$ cat src/rtl/bgc_pkg.sv
// Shared types and constants for the button gesture classifier.
package bgc_pkg;

	localparam int unsigned CFG_W = 16;
	localparam int unsigned CFG_IDX_W = 1;
	localparam int unsigned PHASE_W = 3;
	localparam int unsigned GESTURE_W = 2;

	typedef logic [CFG_W-1:0] cfg_word_t;
	typedef logic [CFG_IDX_W-1:0] cfg_idx_t;
	typedef logic [PHASE_W-1:0] phase_t;
	typedef logic [GESTURE_W-1:0] gesture_t;

	localparam cfg_idx_t REG_LONG_PRESS = 1'd0;
	localparam cfg_idx_t REG_RELEASE_WINDOW = 1'd1;

	localparam cfg_word_t LONG_PRESS_RESET = 16'd600;
	localparam cfg_word_t RELEASE_WINDOW_RESET = 16'd100;

	localparam phase_t PH_IDLE = 3'd0;
	localparam phase_t PH_DEBOUNCE = 3'd1;
	localparam phase_t PH_HOLD = 3'd2;
	localparam phase_t PH_GAP = 3'd3;
	localparam phase_t PH_SECOND = 3'd4;

	localparam gesture_t G_CLICK = 2'd0;
	localparam gesture_t G_LONG = 2'd1;
	localparam gesture_t G_DOUBLE = 2'd2;

endpackage

$ cat src/rtl/button_gesture_classifier_unit.sv
// Top level of the button gesture classifier: tick register, phase machine, result register.
//
// channel | direction | handshake               | payload
// in      | request   | in_valid / in_stall     | pin_level
// out     | result    | out_valid / out_stall   | gesture
// cfg     | write     | cfg_we                  | cfg_index, cfg_wdata
//
// One tick per cycle while in_stall is low; a tick is first held in the tick register, then
// updates the phase machine and the result register once out_stall lets it advance.
// arst_n clears the phase, counters, valid flags and loads register defaults.
// in_stall rises only when a finished result is held by out_stall and a tick waits.
module button_gesture_classifier_unit #(
	parameter int unsigned COUNT_BITS = 16
) (
	input  logic                       clk,
	input  logic                       arst_n,
	input  logic                       in_valid,
	output logic                       in_stall,
	input  logic                       pin_level,
	output logic                       out_valid,
	input  logic                       out_stall,
	output bgc_pkg::gesture_t          gesture,
	input  logic                       cfg_we,
	input  bgc_pkg::cfg_idx_t          cfg_index,
	input  bgc_pkg::cfg_word_t         cfg_wdata
);

	localparam int unsigned CMP_W = (COUNT_BITS > bgc_pkg::CFG_W) ? COUNT_BITS : bgc_pkg::CFG_W;
	localparam logic [COUNT_BITS-1:0] COUNT_MAX = {COUNT_BITS{1'b1}};

	bgc_pkg::cfg_word_t long_press_q;
	bgc_pkg::cfg_word_t release_window_q;

	logic valid_s1;
	logic pin_s1;

	bgc_pkg::phase_t phase_q;
	logic [COUNT_BITS-1:0] hold_q;
	logic [COUNT_BITS-1:0] gap_q;

	logic out_valid_q;
	bgc_pkg::gesture_t gesture_q;

	logic advance;
	logic pressed;
	logic [COUNT_BITS-1:0] hold_inc;
	logic [COUNT_BITS-1:0] gap_inc;
	logic window_open;
	logic is_long;

	bgc_pkg::phase_t phase_d;
	logic [COUNT_BITS-1:0] hold_d;
	logic [COUNT_BITS-1:0] gap_d;
	logic emit;
	bgc_pkg::gesture_t gesture_d;

	assign advance = valid_s1 && (!out_valid_q || !out_stall);
	assign in_stall = valid_s1 && !advance;
	assign out_valid = out_valid_q;
	assign gesture = gesture_q;

	assign pressed = !pin_s1;
	assign hold_inc = (hold_q == COUNT_MAX) ? hold_q : hold_q + 1'b1;
	assign gap_inc = (gap_q == COUNT_MAX) ? gap_q : gap_q + 1'b1;
	assign window_open = (CMP_W'(gap_inc) < CMP_W'(release_window_q)) && (gap_inc != COUNT_MAX);
	assign is_long = CMP_W'(hold_q) >= CMP_W'(long_press_q);

	always_comb begin
		phase_d = phase_q;
		hold_d = hold_q;
		gap_d = gap_q;
		emit = 1'b0;
		gesture_d = bgc_pkg::G_CLICK;
		unique case (phase_q)
			bgc_pkg::PH_IDLE: begin
				if (pressed) begin
					phase_d = bgc_pkg::PH_DEBOUNCE;
				end
			end
			bgc_pkg::PH_DEBOUNCE: begin
				phase_d = pressed ? bgc_pkg::PH_HOLD : bgc_pkg::PH_IDLE;
			end
			bgc_pkg::PH_HOLD: begin
				if (pressed) begin
					hold_d = hold_inc;
				end else begin
					phase_d = bgc_pkg::PH_GAP;
				end
			end
			bgc_pkg::PH_GAP: begin
				if (pressed) begin
					phase_d = bgc_pkg::PH_SECOND;
					gap_d = '0;
				end else if (window_open) begin
					gap_d = gap_inc;
				end else begin
					emit = 1'b1;
					gesture_d = is_long ? bgc_pkg::G_LONG : bgc_pkg::G_CLICK;
					phase_d = bgc_pkg::PH_IDLE;
					hold_d = '0;
					gap_d = '0;
				end
			end
			bgc_pkg::PH_SECOND: begin
				if (pressed) begin
					gap_d = gap_inc;
				end else begin
					emit = 1'b1;
					gesture_d = bgc_pkg::G_DOUBLE;
					phase_d = bgc_pkg::PH_IDLE;
					hold_d = '0;
					gap_d = '0;
				end
			end
			default: begin
				phase_d = bgc_pkg::PH_IDLE;
				hold_d = '0;
				gap_d = '0;
			end
		endcase
	end

	always_ff @(posedge clk or negedge arst_n) begin
		if (!arst_n) begin
			long_press_q <= bgc_pkg::LONG_PRESS_RESET;
			release_window_q <= bgc_pkg::RELEASE_WINDOW_RESET;
		end else if (cfg_we) begin
			unique case (cfg_index)
				bgc_pkg::REG_LONG_PRESS: long_press_q <= cfg_wdata;
				bgc_pkg::REG_RELEASE_WINDOW: release_window_q <= cfg_wdata;
				default: ;
			endcase
		end
	end

	always_ff @(posedge clk or negedge arst_n) begin
		if (!arst_n) begin
			valid_s1 <= 1'b0;
		end else if (!in_stall) begin
			valid_s1 <= in_valid;
		end
	end

	always_ff @(posedge clk) begin
		if (in_valid && !in_stall) begin
			pin_s1 <= pin_level;
		end
	end

	always_ff @(posedge clk or negedge arst_n) begin
		if (!arst_n) begin
			phase_q <= bgc_pkg::PH_IDLE;
			hold_q <= '0;
			gap_q <= '0;
		end else if (advance) begin
			phase_q <= phase_d;
			hold_q <= hold_d;
			gap_q <= gap_d;
		end
	end

	always_ff @(posedge clk or negedge arst_n) begin
		if (!arst_n) begin
			out_valid_q <= 1'b0;
		end else if (advance) begin
			out_valid_q <= emit;
		end else if (!out_stall) begin
			out_valid_q <= 1'b0;
		end
	end

	always_ff @(posedge clk) begin
		if (advance && emit) begin
			gesture_q <= gesture_d;
		end
	end

endmodule
$ cat config.mk
export PLATFORM = sky130hd
export DESIGN_NAME = button_gesture_classifier_unit
export DESIGN_NICKNAME = d
export VERILOG_FILES = /design/src/rtl/bgc_pkg.sv /design/src/rtl/button_gesture_classifier_unit.sv
export SDC_FILE = /design/constraint.sdc
export NUM_CORES = 1
export LEC_CHECK = 0
export BUFFER_PORTS_ARGS = -buffer_cell sky130_fd_sc_hd__buf_2
export CORE_MARGIN = 2
export CORE_UTILIZATION = 32
export CTS_CLUSTER_DIAMETER = 120
export CTS_CLUSTER_SIZE = 20
export DETAILED_ROUTE_END_ITERATION = 12
export GPL_ROUTABILITY_DRIVEN = 0
export PLACE_DENSITY_LB_ADDON = 0.2
export SLEW_MARGIN = 20
export SYNTH_ARGS = -nofsm -noshare
export SYNTH_HDL_FRONTEND = slang
export SYNTH_SLANG_ARGS = --single-unit
$ cat constraint.sdc
create_clock -name clk -period 4.39 [get_ports clk]
set_clock_uncertainty 0.15 [all_clocks]
set_input_delay 0.2195 -clock clk [delete_from_list [all_inputs] [get_ports clk]]
set_output_delay 0.2195 -clock clk [all_outputs]
set_load 0.005 [all_outputs]
# ---- Yosys cells after proc, flatten, opt, wreduce, memory -nomap -nowiden
# Cells that the tools add are included.
# Widths: inputs -> output; s select.
dict set report op_classes {
  add_sub_neg 2
  bitwise_logic 3
  div 0
  n_reduce_logical 18
  n_lt_le_gt_ge 2
  n_mul 0
  mux 29
  eq_ne 16
  shifts 0
}
# operator count
set ops {}
lappend ops {{$mux 16} 9}
lappend ops {{$pmux 16 s4} 1}
lappend ops {{$pmux 16 s3} 1}
lappend ops {{$add 16x1->16 const B} 2}
lappend ops {{$eq 16x16->1 const B} 2}
lappend ops {{$ge 16x16->1} 1}
lappend ops {{$lt 16x16->1} 1}
lappend ops {{$ne 16x16->1 const B} 1}
lappend ops {{$mux 3} 5}
lappend ops {{$pmux 3 s5} 1}
lappend ops {{$ne 2x2->1 const B} 7}
lappend ops {{$mux 1} 8}
lappend ops {{$reduce_and 7->1} 1}
lappend ops {{$eq 3x2->1 const B} 2}
lappend ops {{$reduce_and 2->1} 3}
lappend ops {{$logic_and 1x1->1} 5}
lappend ops {{$reduce_and 5->1} 1}
lappend ops {{$logic_not 1->1} 4}
lappend ops {{$mux 2} 2}
lappend ops {{$pmux 2 s2} 1}
lappend ops {{$eq 3x1->1 const B} 1}
lappend ops {{$eq 3x3->1 const B} 1}
lappend ops {{$logic_not 3->1} 1}
lappend ops {{$ne 3x3->1 const B} 1}
lappend ops {{other kinds (6)} 8}
dict set report totals {
  wordCells 79
  memories 0
  mem_bits_ro 0
  latch_bits 0
  ram_bits 0
  regBits 72
  out_inout_bits 4
}

# ---- Depth between registers and ports, before layout
# Gate-level depths: netlist of run 1.
dict set report logic_depth {
  ltp_word 8
  depth_mapped 17
  mapped_depth_nobuf 15
}

# ---- Worst setup path before layout of run 1
# No wires, ideal clock.
dict set report synth_path {
  kind {register -> register}
  start {reg gap_q[1]}
  end {reg gap_q[12]}
  path_slack_ns 0.598
  n_path_buf 1
  arrival_time_ns 3.573
  stages_incl_launch_ff 17
  synth_period_minus_slack_ns 3.792
  cell_sequence {dfrtp_1 -> ha_1 -> and3_1 -> buf_4 -> and2_4 -> and2_1 -> nor3b_1 -> xor2_1 -> ha_1 -> a21oi_1 -> a21oi_1 -> nor3_1 -> nor3_1 -> or3_4 -> a211o_4 -> a2111o_1 -> nand3_1}
}
dict set report synth_via {
  elab_chain_cells 7
  word_cells_on_any_way 10
}
# item line_no
set synth_rtl {}
lappend synth_rtl {{start: declaration} button_gesture_classifier_unit.sv:39} ;# logic [COUNT_BITS-1:0] gap_q;
lappend synth_rtl {{start signal: assignment} button_gesture_classifier_unit.sv:158} ;# gap_q <= gap_d;
lappend synth_rtl {{$add 16x1->16 or $eq 16x16->1 (tied branches)} button_gesture_classifier_unit.sv:64} ;# assign gap_inc = (gap_q == COUNT_MAX) ? gap_q : gap_q + 1'b1;
lappend synth_rtl {{$mux 16 (*)} button_gesture_classifier_unit.sv:64}
lappend synth_rtl {{$lt 16x16->1 or $ne 16x16->1 (tied branches)} button_gesture_classifier_unit.sv:65} ;# assign window_open = (CMP_W'(gap_inc) < CMP_W'(release_window_q)) && (gap_inc != COUNT_MAX);
lappend synth_rtl {{$logic_and 1x1->1} button_gesture_classifier_unit.sv:65}
lappend synth_rtl {{$mux 16} button_gesture_classifier_unit.sv:94} ;# end else if (window_open) begin
lappend synth_rtl {{$mux 16} button_gesture_classifier_unit.sv:91} ;# if (pressed) begin
lappend synth_rtl {{$pmux 16 s3 (*)} button_gesture_classifier_unit.sv:74} ;# unique case (phase_q)
# Mark *: on every way between the ends. The rest lies on a longest branch, timed or not.
# A chain may end at the register's enable or synchronous reset.

# ---- Worst setup path after layout of run 1
# Same ends and word-level chain as after synthesis.

==> reports/results.ini, run 1 <==
[route]
vias_per_cell = 5.360
routed_wl_mm = 11.43
via_count = 3843
detail_route.wl_per_cell_um = 15.94
drcViolationCount = 0
drt_iter0_markers = 432
ant_nets = 0
drt_first_pass_iters = 6

[layout]
final_cell_area_um2 = 5390
syn2layout_area_growth_pct = 17.74
drive_gt1_share_pct = 18.81
antenna_cells = 0
final_cells = 717
nNetsFinal = 588

[die]
core-area_um2 = 13930
io_pins = 27
die_w_um = 123.6
rows = 43
die_y_um = 123.6
initial_utilization_pct = 32.85
fp.dieArea_um2 = 15280

[clock_tree]
htreeDepth = 3
tritoncts = yes
insertion_delay_ns = 0.35
clk_pin_slew_ns = 0.06
root_buffer = clkbuf_16
clock-sinks = 72
cts_buffers = 9
clock_path_buffers = 2

[place]
port-buffer-count = 26
place_area_um2 = 4871
place_hpwl_mm = 8.303
place_inst = 681

[yosys]
synth.largest_area_cell = dfrtp_1
synthTopCellsByArea = dfrtp_1 (34%), ha_1 (9.0%), mux2_2 (4.7%), dfstp_2 (4.0%), nand2_1 (3.9%)
synthTopCellsByCount = dfrtp_1 (62), nand2_1 (48), inv_1 (35)
ys_async_sr_fraction_pct = 95.83
yosys_warnings = 0
ys_seq_area_share_pct = 39.87
synth_edf_count = 3
yosys.cell_count.top_type = dfrtp_1
synth_ff_type = dfrtp_1
ys_types = 66
syn_area_um2 = 4578
ys_ff_latch = 72
syn_area_per_cell_um2 = 9.343
synth_fp_nets = 546
synth_top_area_share_pct = 33.89
synth_cells = 490

[global_route]
grt_pass1_vias = 3784
grt_usage_pct = 16.51
grt_max_degree = 37
antenna_found_initial = 0
globalRouteOverflowTotal = 0
grt_pass1_wl_mm = 19.29

[sta]
fin_crit_sh_pct = 93.60
hold_viol_final = 0
worst_pin_slew_ns = 0.8014
grt_setup_unrepaired = false
layout_min_cycle_time_ns = 4.109
fmax_mhz = 243.4
setup_violations = 0
slew-limit-headroom_pct = 46.58
finalSetupTns_ns = 0
slew_viol_final = 0

[worst_setup_path]
max_stage_delay_ns = 0.43
critPathTopFamily = simple AND/OR/NAND/NOR gates
crit_path_end_kind = flip-flop
critPathMaxFanout = 7
critPathSlowestCell = a2111o_1
cp_data_required_time_ns = 4.51
start_kind = flip-flop
cp_num_buf_inv = 0
crit_path_cell_trace = ha_1, and3_1, and2_4, and2_1, nor3b_1, xor2_1, ha_1, a21oi_1, a21oi_1, nor3_1, nor3_1, or3_4, a211o_4, a2111o_1, nand3_1
path_class = reg -> reg
arrival_ns = 4.23

[hold_path]
hold_class = in -> reg

[pwr]
vdd_drop_max_v = 0.0003161
p_sw_uw = 849.0
switching_share_pct = 35.09
clkPwrFrac_pct = 31.3
leakagePower_uw = 0.002498
intPower_uw = 1571
power.density_nw_per_um2 = 448.9
seqPwrFrac_pct = 38.4
comb_power_share_pct = 30.3

[run_status]
outcome = finished clean

[flow_run]
cap_viol_max_count = 0

==> registers in the layout, indices dropped and copies added (netlist names) <==
name,cells
gap_q,16
hold_q,16
long_press_q,16
release_window_q,16
phase_q,3
gesture,2
out_valid,1
pin_s1,1
valid_s1,1
==> power by group through the flow <==
stage          combinational, uW  sequential [uW]  clock (uW)
3_3_place_gp                 699              936           0
2_1_floorplan                589              864           0
4_1_cts                      731              927         781
3_5_place_dp                 712              938           0
5_1_grt                      843              951         808
6_report                     734              928         757
==> worst min-delay path, cell delays in order <==
cell    delay, ns
buf_2        0.09
and2_1       0.12
a31o_2       0.09
==> layer usage <==
| metal | vias to the layer above | global-route usage [%] | routed length [um] |
|---|---|---|---|
| met5 | - | 0 | 0 |
| met4 | 0 | 6.179 | 208 |
| met3 | 19 | 3.342 | 540 |
| met2 | 103 | 26.27 | 5440 |
| met1 | 1845 | 22.18 | 5243 |
| li1 | 1876 | - | - |
==> cells by family after synthesis <==
logic type                 Yosys count  share of synthesized area [%]
xor gates and xnor gates             6                          1.148
adders and majority gates           33                          9.019
AOI/OAI and AO/OA                  127                          19.71
buffers and inverters               59                          5.685
DFF                                 72                          39.87
and+or+nand+nor                    172                          19.46
muxes                               21                          5.111
==> final timing paths <==
kind / slack [ns] / from / to / depth (start not counted)
max: 0.28 / gap_q[1]$_DFFE_PN0P_ / gap_q[12]$_DFFE_PN0P_ / 15
min: 0.06 / out_stall / out_valid$_DFFE_PN0P_ / 3
max reg2reg: 0.28 / gap_q[1]$_DFFE_PN0P_ / gap_q[12]$_DFFE_PN0P_ / 15
min reg2reg: 0.36 / release_window_q[10]$_DFFE_PN0P_ / release_window_q[10]$_DFFE_PN0P_ / 1
max in group asynchronous: 2.75 / arst_n / long_press_q[3]$_DFFE_PN1P_ / 3
min in group asynchronous: 0.34 / arst_n / gap_q[7]$_DFFE_PN0P_ / 2
==> through the flow <==
step,hold slack [ns],setup slack [ns],utilization [%],total power (uW)
after floorplan,-0.2261,0.5984,-,1453
after CTS,0.04853,0.1369,38.50,2439
after detailed placement,0.2081,0.1776,34.96,1650
after global placement,0.2019,0.2971,34.96,1636
final,0.06111,0.2808,38.68,2420
after global routing,0.07651,0.004647,38.68,2602
==> layout by cell type, fill, tap and decap left out, drive strengths merged, types with 19 or more instances in the layout <==
cell / instances
o21ai: 29
nand3: 30
dlygate4sd3: 19
buf: 35
inv: 38
mux2: 19
dfrtp: 62
nand2: 49
a21oi: 22
ha: 33
nor2: 26
==> final cells by class <==
| class | instances | area, um^2 |
|---|---|---|
| multi-input combinational | 359 | 2500 |
| timing repair buffer | 54 | 400.4 |
| fill | 1371 | 8544 |
| clock buffer | 10 | 239.0 |
| tap | 180 | 225.2 |
| inverter | 36 | 135.1 |
| sequential | 72 | 1826 |
| clock inverter | 6 | 65.06 |
==> timing repair <==
| action | CTS | global route |
|---|---|---|
| setup buffers | 0 | 1 |
| resized for setup | 0 | 1 |
| hold buffers | 19 | 0 |
| setup endpoints to repair | 0 | 25 |
| hold endpoints to repair | 65 | 0 |
(Power assumes the default switching activity.)
==> inputs of run 2 (changes only) <==
- CTS_BUF_LIST: not set -> sky130_fd_sc_hd__clkbuf_8
- clock period: 4.39 -> 4 ns (I/O delays scaled with it)
==> run 2 against run 1 <==
Sequential power up 9%. Cell count up 1.7%. Hold slack better by 0.015 ns. Critical path type unchanged. Largest cell class unchanged. Highest routed layer unchanged.
==> reports/results.ini, run 2 (synthesis results as in run 1) <==
[sta]
slew_viol_final = 0  ; unchanged
hold-worst-slack_ns = 0.07587  ; +0.01476 ns
grt_setup_unrepaired = false
slew-limit-headroom_pct = 45.16  ; -1.4 points
finalSetupTns_ns = 0  ; unchanged
hold_viol_final = 0  ; unchanged
fin_crit_sh_pct = 94.57  ; +0.96 points
setup_violations = 0  ; unchanged
fmax_mhz = 264.4  ; +8.6%
worst_pin_slew_ns = 0.8206  ; +0.01926 ns
layout_min_cycle_time_ns = 3.783  ; -0.3266 ns

[global_route]
grt_max_degree = 46  ; +24%
antenna_found_initial = 0  ; unchanged
grt_pass1_vias = 3887  ; +2.7%
globalRouteOverflowTotal = 0  ; unchanged
grt_pass1_wl_mm = 19.67  ; +2.0%
grt_usage_pct = 16.71  ; +0.19 points

[layout]
antenna_cells = 0  ; unchanged
mostFrequentLayoutCells = dfrtp_1 (62), nand2_1 (48), inv_1 (35)
syn2layout_area_growth_pct = 19.76
fillers = 1414  ; +3.1%
drive_gt1_share_pct = 21.49  ; +2.7 points
final_cells = 729  ; +1.7%
nNetsFinal = 600  ; +2.0%
final_cell_area_um2 = 5483  ; +1.7%
final_common_cell = dfrtp_1

[pwr]
intPower_uw = 1694  ; +7.9%
vdd_drop_max_v = 0.0002270  ; -28%
p_sw_uw = 909.4  ; +7.1%
switching_share_pct = 34.93  ; -0.16 points
clkPwrFrac_pct = 28.7  ; -2.6 points
leakagePower_uw = 0.002545  ; +1.9%
power_uw = 2603  ; +7.6%
seqPwrFrac_pct = 38.8  ; +0.4 points
power.density_nw_per_um2 = 474.8  ; +5.8%
comb_power_share_pct = 32.5  ; +2.2 points

[place]
port-buffer-count = 26  ; unchanged
place_hpwl_mm = 8.456  ; +1.8%
place_inst = 691  ; +1.5%
place_area_um2 = 4971  ; +2.1%

[run_status]
outcome = finished clean

[worst_setup_path]
cp_data_required_time_ns = 4.15  ; -0.36 ns
path_class = reg -> reg
crit_path_end_kind = flip-flop
arrival_ns = 3.93  ; -0.30 ns
start_kind = flip-flop
critPathMaxFanout = 10  ; +3

[die]
io_pins = 27  ; unchanged
rows = 43  ; unchanged
initial_utilization_pct = 32.85  ; unchanged
die_y_um = 123.6  ; unchanged
core-area_um2 = 13930  ; unchanged
fp.dieArea_um2 = 15280  ; unchanged
die_w_um = 123.6  ; unchanged

[route]
drcViolationCount = 0  ; unchanged
vias_per_cell = 5.299  ; -1.1%
ant_nets = 0  ; unchanged
detail_route.wl_per_cell_um = 15.75  ; -1.2%
via_count = 3863  ; +0.52%
drt_iter0_markers = 275  ; -36%
drt_first_pass_iters = 4  ; -2
routed_wl_mm = 11.48  ; +0.46%

[hold_path]
hold_class = in -> reg

[clock_tree]
root_buffer = clkbuf_8
clock-sinks = 72  ; unchanged
htreeDepth = 3  ; unchanged
cts_buffers = 9  ; unchanged
clk_pin_slew_ns = 0.08  ; +0.02 ns
insertion_delay_ns = 0.37  ; +0.02 ns
tritoncts = yes
clock_path_buffers = 2  ; unchanged

[flow_run]
cap_viol_max_count = 0  ; unchanged

-- run 2: changes by cell type in the layout (fill, tap and decap cells not counted), sizes merged --
cell         change
inv              -2
dlygate4sd3      +1
buf             +11
clkinv           -1
clkbuf           +1
bufinv           +2
-- run 2: area by class of cell --
type	instances	area [um^2]	share of cell area, %
inverter	36	135.1	2.465
clock buffer	11	151.4	2.761
clock inverter	5	102.6	1.871
tap	180	225.2	4.108
timing repair buffer	66	508.0	9.265
sequential	72	1826	33.30
multi-input combinational	359	2535	46.23
-- run 2: power by group through the flow --
stage,Clock [uW],Combinational (uW),Sequential (uW)
after detailed placement,0,813,1030
after CTS,774,836,1010
final,747,846,1010
after global placement,0,800,1020
after global routing,802,974,1030
after floorplan,0,646,948
-- run 2: path summary, 6_finish.rpt --
| path | slack, ns | end | cells past startpoint | startpoint |
|---|---|---|---|---|
| max | 0.22 | gap_q[12]$_DFFE_PN0P_ | 14 | gap_q[0]$_DFFE_PN0P_ |
| min | 0.08 | long_press_q[9]$_DFFE_PN1P_ | 4 | cfg_index |
| max reg2reg | 0.22 | gap_q[12]$_DFFE_PN0P_ | 14 | gap_q[0]$_DFFE_PN0P_ |
| min reg2reg | 0.36 | release_window_q[13]$_DFFE_PN0P_ | 1 | release_window_q[13]$_DFFE_PN0P_ |
| max in group asynchronous | 2.66 | long_press_q[9]$_DFFE_PN1P_ | 3 | arst_n |
| min in group asynchronous | 0.23 | gap_q[6]$_DFFE_PN0P_ | 2 | arst_n |
-- run 2: layer usage --
layer / vias up / GRT usage [%] / wire length [um]
met5: - / 0 / 0
met4: 0 / 5.327 / 211
met3: 18 / 4.716 / 466
met2: 75 / 26.41 / 5451
met1: 1873 / 22.12 / 5355
li1: 1897 / - / -
-- run 2: timing repair --
item,in CTS,in global routing
endpoints found under the hold margin,73,0
resized for setup,0,7
hold buffers,20,0
setup buffers,0,2
endpoints found under the setup margin,0,35
-- run 2: worst max-delay path: stages (launching register included) --
cell	delay, ns
dfrtp_1	0.36
buf_4	0.17
and4_1	0.26
nand2_1	0.08
or4_1	0.56
nand2_1	0.14
ha_1	0.27
nand2_1	0.09
nor2_1	0.04
a211oi_2	0.19
o21ai_0	0.10
or3_4	0.42
a211o_4	0.37
a2111o_1	0.42
nand3_1	0.09
-- run 2: metrics by stage --
stage | worst slack (ns) | util (%)
after floorplan | 0.2084 | -
after global placement | 0.1401 | 35.67
after detailed placement | 0.06795 | 35.67
after CTS | 0.02906 | 38.93
after global routing | 0.01881 | 39.35
final | 0.2174 | 39.35
==> inputs of run 3 (changes only) <==
- RECOVER_POWER: not set -> 50
==> run 3 against run 2 <==
The run now ends with capacitance limit, slew limit left. Via count fell by 0.31%. Sequential share of layout area rose by 0.091 points. Die area did not move. Setup slack hardly changed. Critical path depth stayed put. Register-to-register slack about the same. Maximum frequency about the same. Total power about the same. Combinational power barely moved. Count of clock-buffer cells in the layout stayed put. Largest power group unchanged. Highest routed layer unchanged.
==> reports/results.ini, run 3 (synthesis results as in run 1) <==
[pwr]
clkPwrFrac_pct = 28.7  ; about the same
vdd_drop_max_v = 0.0002271  ; about the same
switching_share_pct = 34.93  ; about the same
leakagePower_uw = 0.002528  ; -0.67%
seqPwrFrac_pct = 38.9  ; about the same
intPower_uw = 1693  ; about the same
comb_power_share_pct = 32.4  ; about the same
power.density_nw_per_um2 = 475.8  ; +0.21%
p_sw_uw = 908.8  ; about the same

[layout]
antenna_cells = 0  ; unchanged
nNetsFinal = 600  ; unchanged
drive_gt1_share_pct = 20.58  ; -0.91 points
final_core_util_pct = 39.24  ; -0.11 points
mostFrequentLayoutCells = dfrtp_1 (62), nand2_1 (48), inv_1 (35)
final_cells = 729  ; unchanged
final_common_cell = dfrtp_1
syn2layout_area_growth_pct = 19.43

[route]
ant_nets = 0  ; unchanged
drt_iter0_markers = 257  ; -6.5%
via_count = 3851  ; -0.31%
drt_first_pass_iters = 4  ; unchanged
vias_per_cell = 5.283  ; -0.31%
detail_route.wl_per_cell_um = 15.75  ; about the same
drcViolationCount = 0  ; unchanged
routed_wl_mm = 11.48  ; about the same

[place]
place_hpwl_mm = 8.456  ; unchanged
place_inst = 691  ; unchanged
port-buffer-count = 26  ; unchanged

[die]
rows = 43  ; unchanged
die_w_um = 123.6  ; unchanged
core-area_um2 = 13930  ; unchanged
fp.dieArea_um2 = 15280  ; unchanged
initial_utilization_pct = 32.85  ; unchanged
die_y_um = 123.6  ; unchanged
io_pins = 27  ; unchanged

[hold_path]
holdCritStartpoint = cfg_index
hold_class = in -> reg

[global_route]
globalRouteOverflowTotal = 0  ; unchanged
grt_usage_pct = 16.71  ; unchanged
grt_max_degree = 46  ; unchanged
antenna_found_initial = 0  ; unchanged
grt_pass1_wl_mm = 19.67  ; unchanged
grt_pass1_vias = 3887  ; unchanged

[sta]
slew_viol_final = 78  ; +78
layout_min_cycle_time_ns = 3.783  ; +0.0001330 ns
finalSetupTns_ns = 0  ; unchanged
fmax_mhz = 264.4  ; about the same
hold_viol_final = 0  ; unchanged
grt_setup_unrepaired = false
slew-limit-headroom_pct = -68.57  ; -110 points
setup_violations = 0  ; unchanged
worst_pin_slew_ns = 2.529  ; +1.708 ns
fin_crit_sh_pct = 94.57  ; about the same

[clock_tree]
clock-sinks = 72  ; unchanged
clock_path_buffers = 2  ; unchanged
root_buffer = clkbuf_8
htreeDepth = 3  ; unchanged
cts_buffers = 9  ; unchanged
insertion_delay_ns = 0.37  ; about the same
clk_pin_slew_ns = 0.08  ; about the same
tritoncts = yes

[worst_setup_path]
r2r-start = gap_q[0]$_DFFE_PN0P_
cp_data_required_time_ns = 4.15  ; about the same
arrival_ns = 3.93  ; about the same
path_class = reg -> reg
crit_path_end_kind = flip-flop
start_kind = flip-flop
critPathMaxFanout = 10  ; unchanged
cp-startpoint = gap_q[0]$_DFFE_PN0P_

[run_status]
outcome = complete, but fails checks
violations = capacitance limit, slew limit

[flow_run]
cap_viol_max_count = 2  ; +2

run 3: cell types whose count changed in the layout (fill, tap and decap cells not counted), sizes merged:
cell / delta
buf: -4
clkbuf: +4
run 3: layout make-up:
type	count	area, um^2
Clock buffer	11	151.4
Clock inverter	5	102.6
Inverter	36	135.1
Fill cell	1415	8467
Tap cell	180	225.2
Timing Repair Buffer	66	500.5
Sequential cell	72	1826
Multi-Input combinational cell	359	2527
run 3: power groups by stage:
stage                     sequential (uW)  combinational, uW  clock [uW]
after detailed placement             1030                813           0
after global placement               1020                800           0
after global routing                 1040                973         802
after floorplan                       948                646           0
final                                1010                844         747
after CTS                            1010                836         774
run 3: layer usage:
metal  wire length, um  up-vias  global-route usage (%)
met5                 0        -                       0
met4               211        0                   5.327
met3               442       18                   4.716
met2              5448       71                   26.41
met1              5379     1865                   22.12
li1                  -     1897                       -
run 3: worst paths after layout:
kind	to	slack, ns	cells past startpoint
max reg2reg	gap_q[12]$_DFFE_PN0P_	0.22	14
max in group asynchronous	long_press_q[9]$_DFFE_PN1P_	1.22	3
max	gap_q[12]$_DFFE_PN0P_	0.22	14
min reg2reg	release_window_q[13]$_DFFE_PN0P_	0.36	1
min	long_press_q[9]$_DFFE_PN1P_	0.35	4
min in group asynchronous	gap_q[6]$_DFFE_PN0P_	1.01	2
run 3: critical path, cell delays in order, from the launching register on:
cell and delay (ns):
dfrtp_1 0.36, buf_4 0.17, and4_1 0.26, nand2_1 0.08
or4_1 0.56, nand2_1 0.14, ha_1 0.27, nand2_1 0.09
nor2_1 0.04, a211oi_2 0.19, o21ai_0 0.10, or3_4 0.42
a211o_4 0.37, a2111o_1 0.42, nand3_1 0.09
run 3: per-stage QoR:
stage	total power, uW	hold WS, ns	setup slack, ns	cell area, um^2
after floorplan	1595	-0.2456	0.2084	4578
after global placement	1821	0.2309	0.1401	4971
after detailed placement	1839	0.2328	0.06795	4971
after CTS	2621	0.1366	0.02906	5425
after global routing	2810	0.3779	0.01881	5468
final	2602	0.3534	0.2173	5468
run 3: repair_timing:
item / 4_1_cts / 5_1_grt
setup endpoints to repair: 0 / 35
hold endpoints to repair: 73 / 0
hold buffers: 20 / 0
setup buffers: 0 / 2
resized for setup: 0 / 7
